File: src/rtl/core/qmin_pkg.sv
package qmin_pkg;

   localparam int DATA_W           = 32;
   localparam int DEFAULT_CAPACITY = 256;

   typedef logic signed [DATA_W-1:0] data_type;

   typedef enum logic {
      OP_PUSH = 1'b0,
      OP_POP  = 1'b1
   } op_type;

   typedef enum logic [6:0] {
      ST_IDLE    = 7'b0000001,
      ST_PUSH    = 7'b0000010,
      ST_XFER_RD = 7'b0000100,
      ST_XFER_WR = 7'b0001000,
      ST_POP     = 7'b0010000,
      ST_POP_LD  = 7'b0100000,
      ST_DONE    = 7'b1000000
   } state_type;

   // operands of the shared min unit, each with its own presence flag
   typedef struct packed {
      data_type a;
      logic     a_ok;
      data_type b;
      logic     b_ok;
   } cmp_req_type;

   function automatic data_type smin(input cmp_req_type req);
      data_type res;
      res = req.a;
      if (!req.a_ok || (req.b_ok && (req.b < req.a))) begin
         res = req.b;
      end
      return res;
   endfunction

endpackage

File: src/rtl/core/qmin_ctrl.sv
module qmin_ctrl #(
   parameter int CAPACITY = qmin_pkg::DEFAULT_CAPACITY,
   parameter int AW       = $clog2(CAPACITY),
   parameter int CW       = $clog2(CAPACITY + 1)
) (
   input  logic               clock,
   input  logic               reset,
   input  logic               start,
   output logic               busy,
   input  logic               req_operation,
   input  qmin_pkg::data_type req_value,
   output logic               rsp_strobe,
   output qmin_pkg::data_type rsp_minimum,
   output logic               rsp_has_minimum,
   output logic [CW-1:0]      rsp_entry_count,
   output logic               rsp_rejected,
   // input stack memory (values only)
   output logic               in_we,
   output logic [AW-1:0]      in_waddr,
   output qmin_pkg::data_type in_wdata,
   output logic [AW-1:0]      in_raddr,
   input  qmin_pkg::data_type in_rdata,
   // output stack memory (running minima only)
   output logic               out_we,
   output logic [AW-1:0]      out_waddr,
   output qmin_pkg::data_type out_wdata,
   output logic [AW-1:0]      out_raddr,
   input  qmin_pkg::data_type out_rdata
);

   localparam logic [CW-1:0] CAP = CW'(CAPACITY);
   localparam logic [CW-1:0] ONE = CW'(1);
   localparam logic [CW-1:0] TWO = CW'(2);

   qmin_pkg::state_type state_ff, state_in;
   logic [CW-1:0]       in_depth_ff, in_depth_in;
   logic [CW-1:0]       out_depth_ff, out_depth_in;
   qmin_pkg::data_type  in_min_ff, in_min_in;
   qmin_pkg::data_type  out_min_ff, out_min_in;
   qmin_pkg::data_type  value_ff, value_in;
   logic                rejected_ff, rejected_in;
   logic                strobe_ff, strobe_in;
   qmin_pkg::data_type  minimum_ff, minimum_in;
   logic                has_ff, has_in;
   logic [CW-1:0]       count_ff, count_in;
   qmin_pkg::cmp_req_type cmp_req;
   qmin_pkg::data_type  cmp_res;
   logic [CW-1:0]       total;

   assign total   = in_depth_ff + out_depth_ff;
   assign cmp_res = qmin_pkg::smin(cmp_req);

   // shared min unit operand selection
   always_comb begin
      cmp_req = '{a: in_min_ff, a_ok: (in_depth_ff != '0),
                  b: out_min_ff, b_ok: (out_depth_ff != '0)};
      case (state_ff)
         qmin_pkg::ST_PUSH: begin
            cmp_req = '{a: value_ff, a_ok: 1'b1,
                        b: in_min_ff, b_ok: (in_depth_ff != '0)};
         end
         qmin_pkg::ST_XFER_WR: begin
            cmp_req = '{a: in_rdata, a_ok: 1'b1,
                        b: out_min_ff, b_ok: (out_depth_ff != '0)};
         end
         default: begin
         end
      endcase
   end

   assign in_raddr  = AW'(in_depth_ff - ONE);
   assign out_raddr = AW'(out_depth_ff - TWO);
   assign in_waddr  = AW'(in_depth_ff);
   assign in_wdata  = value_ff;
   assign out_waddr = AW'(out_depth_ff);
   assign out_wdata = cmp_res;

   always_comb begin
      state_in     = state_ff;
      in_depth_in  = in_depth_ff;
      out_depth_in = out_depth_ff;
      in_min_in    = in_min_ff;
      out_min_in   = out_min_ff;
      value_in     = value_ff;
      rejected_in  = rejected_ff;
      strobe_in    = 1'b0;
      minimum_in   = minimum_ff;
      has_in       = has_ff;
      count_in     = count_ff;
      in_we        = 1'b0;
      out_we       = 1'b0;
      case (state_ff)
         qmin_pkg::ST_IDLE: begin
            if (start) begin
               value_in    = req_value;
               rejected_in = 1'b0;
               if (qmin_pkg::op_type'(req_operation) == qmin_pkg::OP_PUSH) begin
                  if (total == CAP) begin
                     rejected_in = 1'b1;
                     state_in    = qmin_pkg::ST_DONE;
                  end else begin
                     state_in = qmin_pkg::ST_PUSH;
                  end
               end else if (out_depth_ff != '0) begin
                  state_in = qmin_pkg::ST_POP;
               end else if (in_depth_ff != '0) begin
                  state_in = qmin_pkg::ST_XFER_RD;
               end else begin
                  state_in = qmin_pkg::ST_DONE;
               end
            end
         end
         qmin_pkg::ST_PUSH: begin
            in_we       = 1'b1;
            in_min_in   = cmp_res;
            in_depth_in = in_depth_ff + ONE;
            state_in    = qmin_pkg::ST_DONE;
         end
         qmin_pkg::ST_XFER_RD: begin
            in_depth_in = in_depth_ff - ONE;
            state_in    = qmin_pkg::ST_XFER_WR;
         end
         qmin_pkg::ST_XFER_WR: begin
            out_we       = 1'b1;
            out_min_in   = cmp_res;
            out_depth_in = out_depth_ff + ONE;
            state_in     = (in_depth_ff == '0) ? qmin_pkg::ST_POP : qmin_pkg::ST_XFER_RD;
         end
         qmin_pkg::ST_POP: begin
            // read of the entry below the top goes out this cycle
            out_depth_in = out_depth_ff - ONE;
            state_in     = (out_depth_ff >= TWO) ? qmin_pkg::ST_POP_LD : qmin_pkg::ST_DONE;
         end
         qmin_pkg::ST_POP_LD: begin
            out_min_in = out_rdata;
            state_in   = qmin_pkg::ST_DONE;
         end
         qmin_pkg::ST_DONE: begin
            has_in     = (in_depth_ff != '0) || (out_depth_ff != '0);
            minimum_in = has_in ? cmp_res : '0;
            count_in   = total;
            strobe_in  = 1'b1;
            state_in   = qmin_pkg::ST_IDLE;
         end
         default: begin
            state_in = qmin_pkg::ST_IDLE;
         end
      endcase
   end

   always_ff @(posedge clock) begin
      if (reset) begin
         state_ff     <= qmin_pkg::ST_IDLE;
         in_depth_ff  <= '0;
         out_depth_ff <= '0;
         strobe_ff    <= 1'b0;
      end else begin
         state_ff     <= state_in;
         in_depth_ff  <= in_depth_in;
         out_depth_ff <= out_depth_in;
         strobe_ff    <= strobe_in;
      end
   end

   always_ff @(posedge clock) begin
      in_min_ff   <= in_min_in;
      out_min_ff  <= out_min_in;
      value_ff    <= value_in;
      rejected_ff <= rejected_in;
      minimum_ff  <= minimum_in;
      has_ff      <= has_in;
      count_ff    <= count_in;
   end

   assign busy            = (state_ff != qmin_pkg::ST_IDLE);
   assign rsp_strobe      = strobe_ff;
   assign rsp_minimum     = minimum_ff;
   assign rsp_has_minimum = has_ff;
   assign rsp_entry_count = count_ff;
   assign rsp_rejected    = rejected_ff;

endmodule

File: config.mk
export PLATFORM = sky130hd
export DESIGN_NAME = qmin_ctrl
export DESIGN_NICKNAME = d
export VERILOG_FILES = /design/src/rtl/core/qmin_pkg.sv /design/src/rtl/core/qmin_ctrl.sv
export SDC_FILE = /design/constraint.sdc
export NUM_CORES = 1
export LEC_CHECK = 0
export ABC_CLOCK_PERIOD_IN_PS = 11450
export BUFFER_PORTS_ARGS = -buffer_cell sky130_fd_sc_hd__buf_2
export CORE_ASPECT_RATIO = 0.7
export CORE_MARGIN = 2
export CORE_UTILIZATION = 35
export DETAILED_ROUTE_END_ITERATION = 8
export GPL_TIMING_DRIVEN = 0
export SKIP_LAST_GASP = 1
export SLEW_MARGIN = 20
export SYNTH_ARGS = -nofsm -noshare
export SYNTH_HDL_FRONTEND = slang
export SYNTH_SLANG_ARGS = --single-unit
export TNS_END_PERCENT = 30
File: constraint.sdc
create_clock -name clock -period 11.45 [get_ports clock]
set_input_delay 2.29 -clock clock [delete_from_list [all_inputs] [get_ports clock]]
set_output_delay 2.29 -clock clock [all_outputs]
set_load 0.02 [all_outputs]
== Word level (Yosys, flattened, before mapping) ==
Index checks and enable logic that the tools add are counted.
Storage, ports and cells
  output and inout bits: 143
  RAM bits: 0
  bits in read-only memories: 0
  bits in latches: 0
  memories: 0
  input bits: 100
  word-level logic and storage cells: 58
  register bits after elaboration: 165
Cells by class
  eq/ne operators: 10
  mux-type cells: 17
  bitwise operators: 0
  shifts and indexed selects: 0
  $mul: 0
  reductions and logical operators: 12
  divide/modulo/power cells: 0
  $add $sub $neg: 6
  $lt $le $gt $ge: 2
Operators with widths (count)
  66-bit one-hot mux with 2 select lines: 1
  32-bit one-hot mux with 2 select lines: 1
  7-bit 2-to-1 mux: 6
  9-bit one-hot mux with 2 select lines: 2
  7-bit one-hot mux with 5 select lines: 1
  32-bit < comparator: 1
  32-bit 2-to-1 mux: 1
  9-bit by 1-bit adder with 9-bit output, second input constant: 2
  9-bit nonzero test: 2
  9-bit by 1-bit subtractor with 9-bit output, second input constant: 2
  9-bit adder: 1
  9-bit == test, second input constant: 1
  9-bit by 2-bit greater-or-equal comparator with 1-bit output, second input constant: 1
  9-bit logical NOT: 1
  8-bit by 2-bit subtractor with 8-bit output, second input constant: 1
  7-bit by 1-bit == test with 1-bit output, second input constant: 1
  7-bit by 2-bit == test with 1-bit output, second input constant: 1
  7-bit by 3-bit == test with 1-bit output, second input constant: 1
  7-bit by 4-bit == test with 1-bit output, second input constant: 1
  7-bit by 5-bit == test with 1-bit output, second input constant: 1
  7-bit by 6-bit == test with 1-bit output, second input constant: 1
  7-bit == test, second input constant: 1
  7-bit by 1-bit inequality test with 1-bit output, second input constant: 1
  2-bit nonzero test: 3
  8 further kinds: 12

== Depth between registers and ports, before layout ==
Gate-level depths: netlist of run 1.
  depth in word-level cells: 7
  depth in mapped cells: 19
  gate-level depth less buffers: 15

== Worst setup path after synthesis of run 1 ==
Ideal clock, no wire load.
  path kind: reg-to-output
  from: register state_ff[6]
  to: output port out_wdata[25]
  required time: 9160 ps
  arrival: 4655 ps
  path buffers: 4
  setup slack: 4505 ps
  stages on the path, launching flop included: 18
  cell sequence: dfxtp_1 > nor4_1 > nand3_1 > clkinv_1 > clkbuf_1 > buf_1 > nand2_1 > nand2_1 > ha_1 > nand4_1 > nor4_1 > o21ai_0 > a311o_1 > a21bo_1 > o21a_1 > buf_6 > buf_4 > a31oi_2
On the way
  longest elaborated chain between the ends: 6
  elaborated cells between the ends (all ways): 8
  those cells by class: 1 x order compare; 2 x eq/ne; 2 x mux; 3 x reduce/logical
RTL lines
  start, declared: RTL line qmin_ctrl.sv:35  | qmin_pkg::state_type state_ff, state_in;
  start signal, assigned: RTL line qmin_ctrl.sv:153  | state_ff <= qmin_pkg::ST_IDLE;
  start signal, assigned: RTL line qmin_ctrl.sv:158  | state_ff <= state_in;
  7-bit by 4-bit == test with 1-bit output or 7-bit by 2-bit == test with 1-bit output (tied branches): RTL line qmin_ctrl.sv:57  | case (state_ff)
  66-bit one-hot mux with 2 select lines *: RTL line qmin_ctrl.sv:57
  32-bit < comparator: RTL line qmin_pkg.sv:34  | if (!req.a_ok || (req.b_ok && (req.b < req.a))) begin
  1-bit logical AND: RTL line qmin_pkg.sv:34
  1-bit logical OR: RTL line qmin_pkg.sv:34
  32-bit 2-to-1 mux *: RTL line qmin_pkg.sv:34
  end, declared: RTL line qmin_ctrl.sv:26  | output qmin_pkg::data_type out_wdata,
Every way passes the cells marked *; elsewhere a longest branch is shown, timed or not.

== Worst setup path in the final report of run 1 ==
  from: register state_ff[6]
  to: output port out_wdata[3]
The elaborated chain is that of the path after synthesis.

==> metrics.md, run 1 <==
| Metric | Value |
|---|---|
| Status | `completed` |
| Top Metal Used | `met4` |
| Pwr dens | `between 100 and 150 mW/mm2` |
| Clk pin slew, worst setup/hold paths | `~0.070 ns` |
| Synth Cell Area | `0.00944 mm2` |
| Routed wire length | `just over 30 mm` |
| Fmax | `between 100 and 150 MHz` |
| TritonRoute pass-1 iters | `5` |
| EDFF count, synth | `roughly 140` |
| PortBufs | `242` |
| Antenna violations before repair | `1` |
| Path depth of the worst reg2reg path | `17` |
| Sink Count | `165` |
| CTS Hold Buffers Added | `0` |
| Via-to-Cell Ratio | `around 5.2` |
| Die Span X | `approximately 200 um` |
| Crit-path max cell delay | `~0.67 ns` |
| Vias in the first global route | `roughly 7500` |
| Crit path launch | `state_ff[6]` |
| Startpoint Class | `flip-flop` |
| Core Area | `~0.027 mm2` |
| Most common cell in the netlist | `edfxtp_1` |
| Critical path peak fanout | `10` |
| Fillcell total | `around 2600` |
| Nets | `roughly 1300` |
| Critical path endpoint | `out_wdata[3]` |
| Hold Path Class | `reg2reg` |
| Top delay family on crit path | `buffers and inverters` |
| Cell Chain, Critical Path | `or4_4, nor4_1, clkbuf_1, clkbuf_1, a22o_1, a21oi_1, ha_1, nand4_1, nor4_1, o21ai_0, a311o_1, a21bo_1, o21a_1, buf_6, buf_4, a31oi_2, buf_2` |
| Worst EP arrival | `6.15 ns` |
| Final period util | `0.737` |
| Leakage Power | `approximately 0.0048 uW` |
| Post-Route Utilization | `0.441` |
| Met1 wire length | `about 15 mm` |
| Fin. Hold Viols | `0` |
| Unique masters post-synth | `between 60 and 70` |
| Setup violators final | `0` |
| Area of the multi-input gates | `0.00432 mm2` |
| Initial core utilization | `0.354` |
| Largest cells by area after synthesis | `edfxtp_1 44%, ha_1 6.6%, dfxtp_1 5.5%, nand2_1 4.8%, a31oi_2 4.1%` |
| Post-detail-place hpwl | `approximately 23 mm` |
| Rel. slew slack | `0.353` |
| RR Startpoint | `state_ff[6]` |
| Post-synthesis cell count | `850` |
| Clk Latency, worst-skew pair | `between 0.4 and 0.5 ns` |
| Residual DRC | `0` |
| Period minus WS final | `8.44 ns` |
| Post-route clock skew | `0.0140 ns` |
| Die ar. | `about 0.028 mm2` |
| Grt ovf | `0` |
| VDD IR max | `a little under 0.1 mV` |
| H-Tree Depth | `4` |
| RSZ-0062 raised after global routing | `false` |
| Post-synth top area share | `0.442` |
| Area leader, netlist | `edfxtp_1` |
| Setup Fix Bufs, Post-CTS | `0` |
| Req. time, crit path | `9.16 ns` |
| Antenna-violating nets left | `0` |
| Internal reg-to-reg setup slack | `5.52 ns` |
| Synth Net Count | `approximately 1000` |
| Top_reg_cell synth | `edfxtp_1` |
| Dpl cells | `roughly 1500` |
| Die height | `approximately 140 um` |
| Site row count | `50` |
| YS warnings | `0` |
| Crit path kind | `reg2out` |
| Avg WL per Cell | `between 20 and 25 um` |
| Slowest cell on crit path | `clkbuf_1` |
| Synth-to-Final Area Change | `24.4%` |
| Share of cells above drive strength 1 | `0.359` |
| Resized Gates After CTS | `0` |
| Sequential standard cell area | `about 0.0047 mm2` |
| CTS buffer count | `17` |
| Seq/Total Area, Yosys | `0.497` |
| DR iter-0 viols | `about 480` |
| Mean Syn Cell Area | `11.1 um2` |
| Final WS setup | `~3 ns` |
| Setup crit end kind | `output pin` |
| GPL Wtd Cong | `roughly 0.86` |
| Crit path depth | `17` |
| Synth cell count leaders | `139 x edfxtp_1, 120 x nand2_1, 67 x a21oi_1` |
| Routed vias | `between 7000 and 8000` |
| Worst slew pin tran | `around 0.97 ns` |
| CTS root buffer | `clkbuf_16` |
| Maxcap violations | `0` |
| Tot Pwr | `~1500 uW` |
| Setup TNS | `0 ns` |
| Yosys reg bits | `between 150 and 200` |
| WP buf/inv | `5` |
| Clock buffer depth | `2` |
| Setup WS pre-CTS | `between 3 and 4 ns` |
| Met2 wire length | `between 10 and 15 mm` |
| Largest net degree at the start of global routing | `28` |
| Tot GR Track Use | `0.212` |
| Routed wl met3 | `2.01 mm` |
| FF-to-FF End | `out_min_ff[3]` |
| Top-level port count | `243` |
| Synth async-reset ratio | `0` |
| Fin. max-slew vios | `0` |
| CTS tree | `built` |
| Final Non-Filler Cells | `about 1500` |
| First-pass GRT wire length | `45.2 mm` |
metrics by stage:
step | hold slack, ns | cell area (um2)
after detailed placement | 0.590 | 11200
after floorplan | 0.511 | 9440
after global placement | 0.557 | 11100
after global routing | 0.637 | 11700
final | 0.602 | 11700
after CTS | 0.607 | 11700
sequential cells by signal (all words and copies together) (netlist names):
| signal | flops |
|---|---|
| out_depth_ff | 9 |
| out_min_ff | 32 |
| in_wdata | 32 |
| rsp_has_minimum | 1 |
| in_min_ff | 32 |
| state_ff | 7 |
| in_depth_ff | 9 |
| rsp_minimum | 32 |
| rsp_entry_count | 9 |
| rsp_strobe | 1 |
| rsp_rejected | 1 |
final cells by class:
cell class / instances / area share
buffer: 61 / 0.0291
clock inverter: 14 / 0.00937
antenna: 1 / 0.000213
tap: 364 / 0.0388
multi-input combinational: 599 / 0.368
clock buffer: 18 / 0.0365
timing repair buffer: 246 / 0.111
inverter: 25 / 0.00799
sequential: 165 / 0.400
where the power goes:
part | total [uW] | internal (uW) | switching (uW)
Combinational | 213 | 75.1 | 138
Sequential | 689 | 678 | 11.2
Clock | 550 | 297 | 253
worst min path at each step:
stage                    from             end  slack, ns  depth (start not counted)
3_3_place_gp   in_depth_ff[8]  in_depth_ff[8]       0.56                          2
6_report       in_depth_ff[8]  in_depth_ff[8]       0.60                          2
4_1_cts        in_depth_ff[8]  in_depth_ff[8]       0.61                          2
2_1_floorplan  in_depth_ff[8]  in_depth_ff[8]       0.51                          2
5_1_grt        in_depth_ff[8]  in_depth_ff[8]       0.64                          2
3_5_place_dp   in_depth_ff[8]  in_depth_ff[8]       0.59                          2
logic make-up after synthesis:
| family | after synthesis | synth area share |
|---|---|---|
| compound gates | 213 | 0.181 |
| xor+xnor | 28 | 0.0260 |
| fa+ha+maj | 52 | 0.0705 |
| buf+inv | 86 | 0.0460 |
| flops | 165 | 0.497 |
| mux | 35 | 0.0415 |
| simple gates | 271 | 0.138 |
routing by layer:
| metal | track usage | vias up |
|---|---|---|
| li1 | - | 3648 |
| met1 | 0.320 | 3763 |
| met2 | 0.306 | 274 |
| met3 | 0.0482 | 26 |
| met4 | 0.0480 | 0 |
| met5 | 0 | - |
cell usage in the layout (no fill, tap or decap), types with 3 or more instances in the layout:
cell / netlist / routed
and3b_1: 4 / 3
a31oi_2: 31 / 31
xnor2_1: 16 / 16
clkbuf_16: 0 / 17
mux2_2: 33 / 33
inv_1: 24 / 24
a21o_1: 4 / 4
nand3_1: 10 / 10
nor2_1: 42 / 42
clkinv_2: 0 / 3
ha_1: 50 / 50
nand2_1: 120 / 120
edfxtp_1: 139 / 139
nor3_1: 21 / 21
buf_12: 0 / 3
and3_1: 5 / 5
a21oi_1: 67 / 67
buf_1: 9 / 8
o21a_1: 4 / 4
nand2b_1: 4 / 3
clkbuf_1: 26 / 27
nor2b_1: 6 / 6
xor2_1: 12 / 12
clkinvlp_4: 0 / 3
and2_1: 34 / 33
a21oi_2: 19 / 19
clkinv_1: 1 / 4
nor4_1: 8 / 8
a21oi_4: 10 / 10
buf_6: 3 / 3
o21ai_0: 20 / 20
o211ai_1: 4 / 4
nand4_1: 4 / 4
dfxtp_1: 26 / 26
buf_2: 2 / 245
a22o_1: 31 / 31
buf_4: 20 / 20
worst min-delay path, cell delays in order, from the launching register on:
cell and delay (ns):
dfxtp_1 0.36, xor2_1 0.16, nor2_1 0.05
Note: power is estimated with default switching activity, not from simulation.
==> run 2, diff against run 1 <==
--- a/config.mk
+++ b/config.mk
@@ -5,7 +5,8 @@
 export SDC_FILE = /design/constraint.sdc
 export NUM_CORES = 1
 export LEC_CHECK = 0
-export ABC_CLOCK_PERIOD_IN_PS = 11450
+export ABC_AREA = 1
+export ABC_CLOCK_PERIOD_IN_PS = 8100
 export BUFFER_PORTS_ARGS = -buffer_cell sky130_fd_sc_hd__buf_2
 export CORE_ASPECT_RATIO = 0.7
 export CORE_MARGIN = 2
==> constraint.sdc (replaced) <==
create_clock -name clock -period 8.1 [get_ports clock]
set_input_delay 1.62 -clock clock [delete_from_list [all_inputs] [get_ports clock]]
set_output_delay 1.62 -clock clock [all_outputs]
set_load 0.02 [all_outputs]
==> run 2 against run 1 <==
First-iteration DRC count decreased by 4.8%. Critical path depth increased by 5. Synthesized area increased by 2.4%. Via count increased by 6.5%. Critical path type unchanged. Largest cell class unchanged. Highest routed layer is now met5.
==> metrics.md, run 2 <==
| Metric | Value |
|---|---|
| Mean Syn Cell Area | `a little over 9 um2` |
| Final Non-Filler Cells | `1684` |
| VDD IR max | `around 0.15 mV` |
| Yosys reg bits | `165` |
| Internal reg-to-reg setup slack | `about 3.4 ns` |
| Via-to-Cell Ratio | `~4.9` |
| Most common cell after layout, fill and taps aside | `buf_2` |
| Residual DRC | `0` |
| FF-to-FF End | `rsp_minimum[4]` |
| Post-detail-place hpwl | `between 20 and 25 mm` |
| Final period util | `0.827` |
| Die height | `between 100 and 150 um` |
| Area leader, netlist | `edfxtp_1` |
| Seq/Total Area, Yosys | `0.485` |
| Initial core utilization | `0.359` |
| Most frequent cells in the layout | `244 x buf_2, 163 x nand2_1, 147 x inv_1` |
| Synth-to-Final Area Change | `25.4%` |
| Post-route clock skew | `around 0.013 ns` |
| Startpoint Class | `flip-flop` |
| Pwr dens | `187 mW/mm2` |
| DR iter-0 viols | `453` |
| Core Area | `approximately 0.027 mm2` |
| Leakage Power | `0.00557 uW` |
| Clk pin slew, worst setup/hold paths | `approximately 0.06 ns` |
| Setup crit end kind | `output pin` |
| Post-synth top area share | `0.432` |
| CTS Hold Buffers Added | `0` |
| Most common cell in the netlist | `nand2_1` |
| Fmax | `~150 MHz` |
| Largest cells by area after synthesis | `edfxtp_1 43%, ha_1 6.5%, nand2_1 6.4%, inv_1 5.7%, dfxtp_1 5.4%` |
| Hold Path Class | `reg2reg` |
| Path depth of the worst reg2reg path | `21` |
| Hold depth | `1` |
| Worst EP arrival | `between 5 and 6 ns` |
| Critical path peak fanout | `10` |
| Req. time, crit path | `6.48 ns` |
| Routed wire length | `between 30 and 40 mm` |
| Setup TNS | `0 ns` |
| Share of cells above drive strength 1 | `0.308` |
| GPL Wtd Cong | `between 0.8 and 0.9` |
| Hold EP | `rsp_strobe` |
| Avg WL per Cell | `approximately 18 um` |
| Synth Cell Area | `around 0.0097 mm2` |
| PortBufs | `241` |
| Largest net degree at the start of global routing | `43` |
| Vias in the first global route | `between 7000 and 8000` |
| Grt ovf | `0` |
| RSZ-0062 raised after global routing | `false` |
| Antenna violations before repair | `2` |
| Dpl cells | `approximately 1700` |
| Hold Path Origin | `state_ff[4]` |
| TritonRoute pass-1 iters | `6` |
| Period minus WS final | `about 6.7 ns` |
| Fin. max-slew vios | `0` |
| Setup violators final | `0` |
| Setup Fix Bufs, Post-CTS | `0` |
| Unique masters post-synth | `44` |
| H-Tree Depth | `4` |
| Crit path kind | `reg2out` |
| Die ar. | `around 0.029 mm2` |
| RR Startpoint | `state_ff[4]` |
| Clock buffer depth | `2` |
| Synth async-reset ratio | `0` |
| Maxcap violations | `0` |
| YS warnings | `0` |
| Fin. Hold Viols | `0` |
| CTS buffer count | `17` |
| Top_reg_cell synth | `edfxtp_1` |
| Antenna-violating nets left | `0` |
| Die Span X | `203 um` |
| EDFF count, synth | `139` |
| Resized Gates After CTS | `0` |
| Status | `completed` |
| Nets | `~1500` |
| Worst slew pin tran | `~0.95 ns` |
| CTS root buffer | `clkbuf_16` |
| Post-synthesis cell count | `about 1000` |
| First-pass GRT wire length | `around 46 mm` |
| Top-level port count | `243` |
| Tot GR Track Use | `0.214` |
| Clk Latency, worst-skew pair | `~0.44 ns` |
| Synth Net Count | `about 1200` |
| Routed vias | `roughly 8200` |
| CTS tree | `built` |
| Synth cell count leaders | `164 x nand2_1, 147 x inv_1, 139 x edfxtp_1` |
| Sink Count | `approximately 170` |
| Rel. slew slack | `0.359` |
| Site row count | `50` |
[run 2: changes by cell type in the layout (fill, tap and decap cells not counted), sizes merged, moves of 28 or more]
cell	delta
a31oi	-31
nand3	+69
mux2	-33
inv	+131
and2	-34
nor2	+32
o21ai	+29
nand2	+109
a21oi	-28
[run 2: how the worst max path moves through the flow]
| stage | startpoint | endpoint | cells after the start |
|---|---|---|---|
| 6_report | state_ff[4] | out_wdata[8] | 22 |
| 3_5_place_dp | state_ff[4] | out_wdata[10] | 22 |
| 4_1_cts | state_ff[4] | out_wdata[8] | 22 |
| 3_3_place_gp | state_ff[4] | out_wdata[8] | 26 |
| 2_1_floorplan | state_ff[4] | out_wdata[6] | 27 |
| 5_1_grt | state_ff[4] | out_wdata[7] | 22 |
[run 2: per-stage QoR]
step	utilization	area, um2	power, uW	setup WS, ns	hold slack, ns
2_1_floorplan	-	9670	1200	2.56	0.443
6_report	0.450	12100	2270	1.40	0.518
3_3_place_gp	0.420	11300	1330	0.710	0.468
4_1_cts	0.449	12100	2290	1.33	0.518
3_5_place_dp	0.425	11400	1330	1.82	0.504
5_1_grt	0.450	12100	2350	0.901	0.541
[run 2: cells by family after synthesis]
logic type	count (synthesis)	share of synthesized area
adder cells (fa/ha/maj)	52	0.0688
AND/OR/NAND/NOR	413	0.220
flip-flops	165	0.485
AO/OA/AOI/OAI	169	0.106
XOR/XNOR	27	0.0245
buffers and inverters	213	0.0950
[run 2: per-layer routing]
metal / track usage / vias to the layer above / share of wire
li1: - / 4028 / -
met1: 0.311 / 3866 / 0.49
met2: 0.320 / 284 / 0.43
met3: 0.0418 / 34 / 0.061
met4: 0.0634 / 2 / 0.018
met5: 0 / - / 0.00042
[run 2: where the power goes]
group	total (uW)	switching (uW)	internal [uW]	leakage [uW]
Sequential	973	13.7	959	0.00150
Clock	954	347	607	0.000323
Combinational	341	231	110	0.00375
Total	2270	592	1680	0.00557
[run 2: layout make-up]
| cell class | instances | area [um2] |
|---|---|---|
| clock buffer | 21 | 440 |
| sequential | 165 | 4690 |
| fill | 2637 | 14800 |
| buffer | 56 | 330 |
| inverter | 157 | 592 |
| antenna | 2 | 5.00 |
| tap | 364 | 455 |
| clock inverter | 10 | 228 |
| multi-input combinational | 661 | 4080 |
| timing repair buffer | 248 | 1300 |
[run 2: worst max-delay path, cell delays in order (launching register included)]
cell	delay, ns
dfxtp_1	0.38
inv_2	0.08
nand2_4	0.10
nor2_8	0.05
nand2_1	0.23
inv_2	0.19
nor2_1	0.33
clkbuf_1	0.67
a21oi_1	0.21
ha_1	0.37
nand2_1	0.08
nor2_1	0.25
nand4_1	0.18
nor4_1	0.29
nand2_1	0.12
nand2_1	0.07
nand2_1	0.06
nand3_2	0.13
buf_2	0.30
nand3_1	0.16
nand2_2	0.14
inv_1	0.06
buf_2	0.16
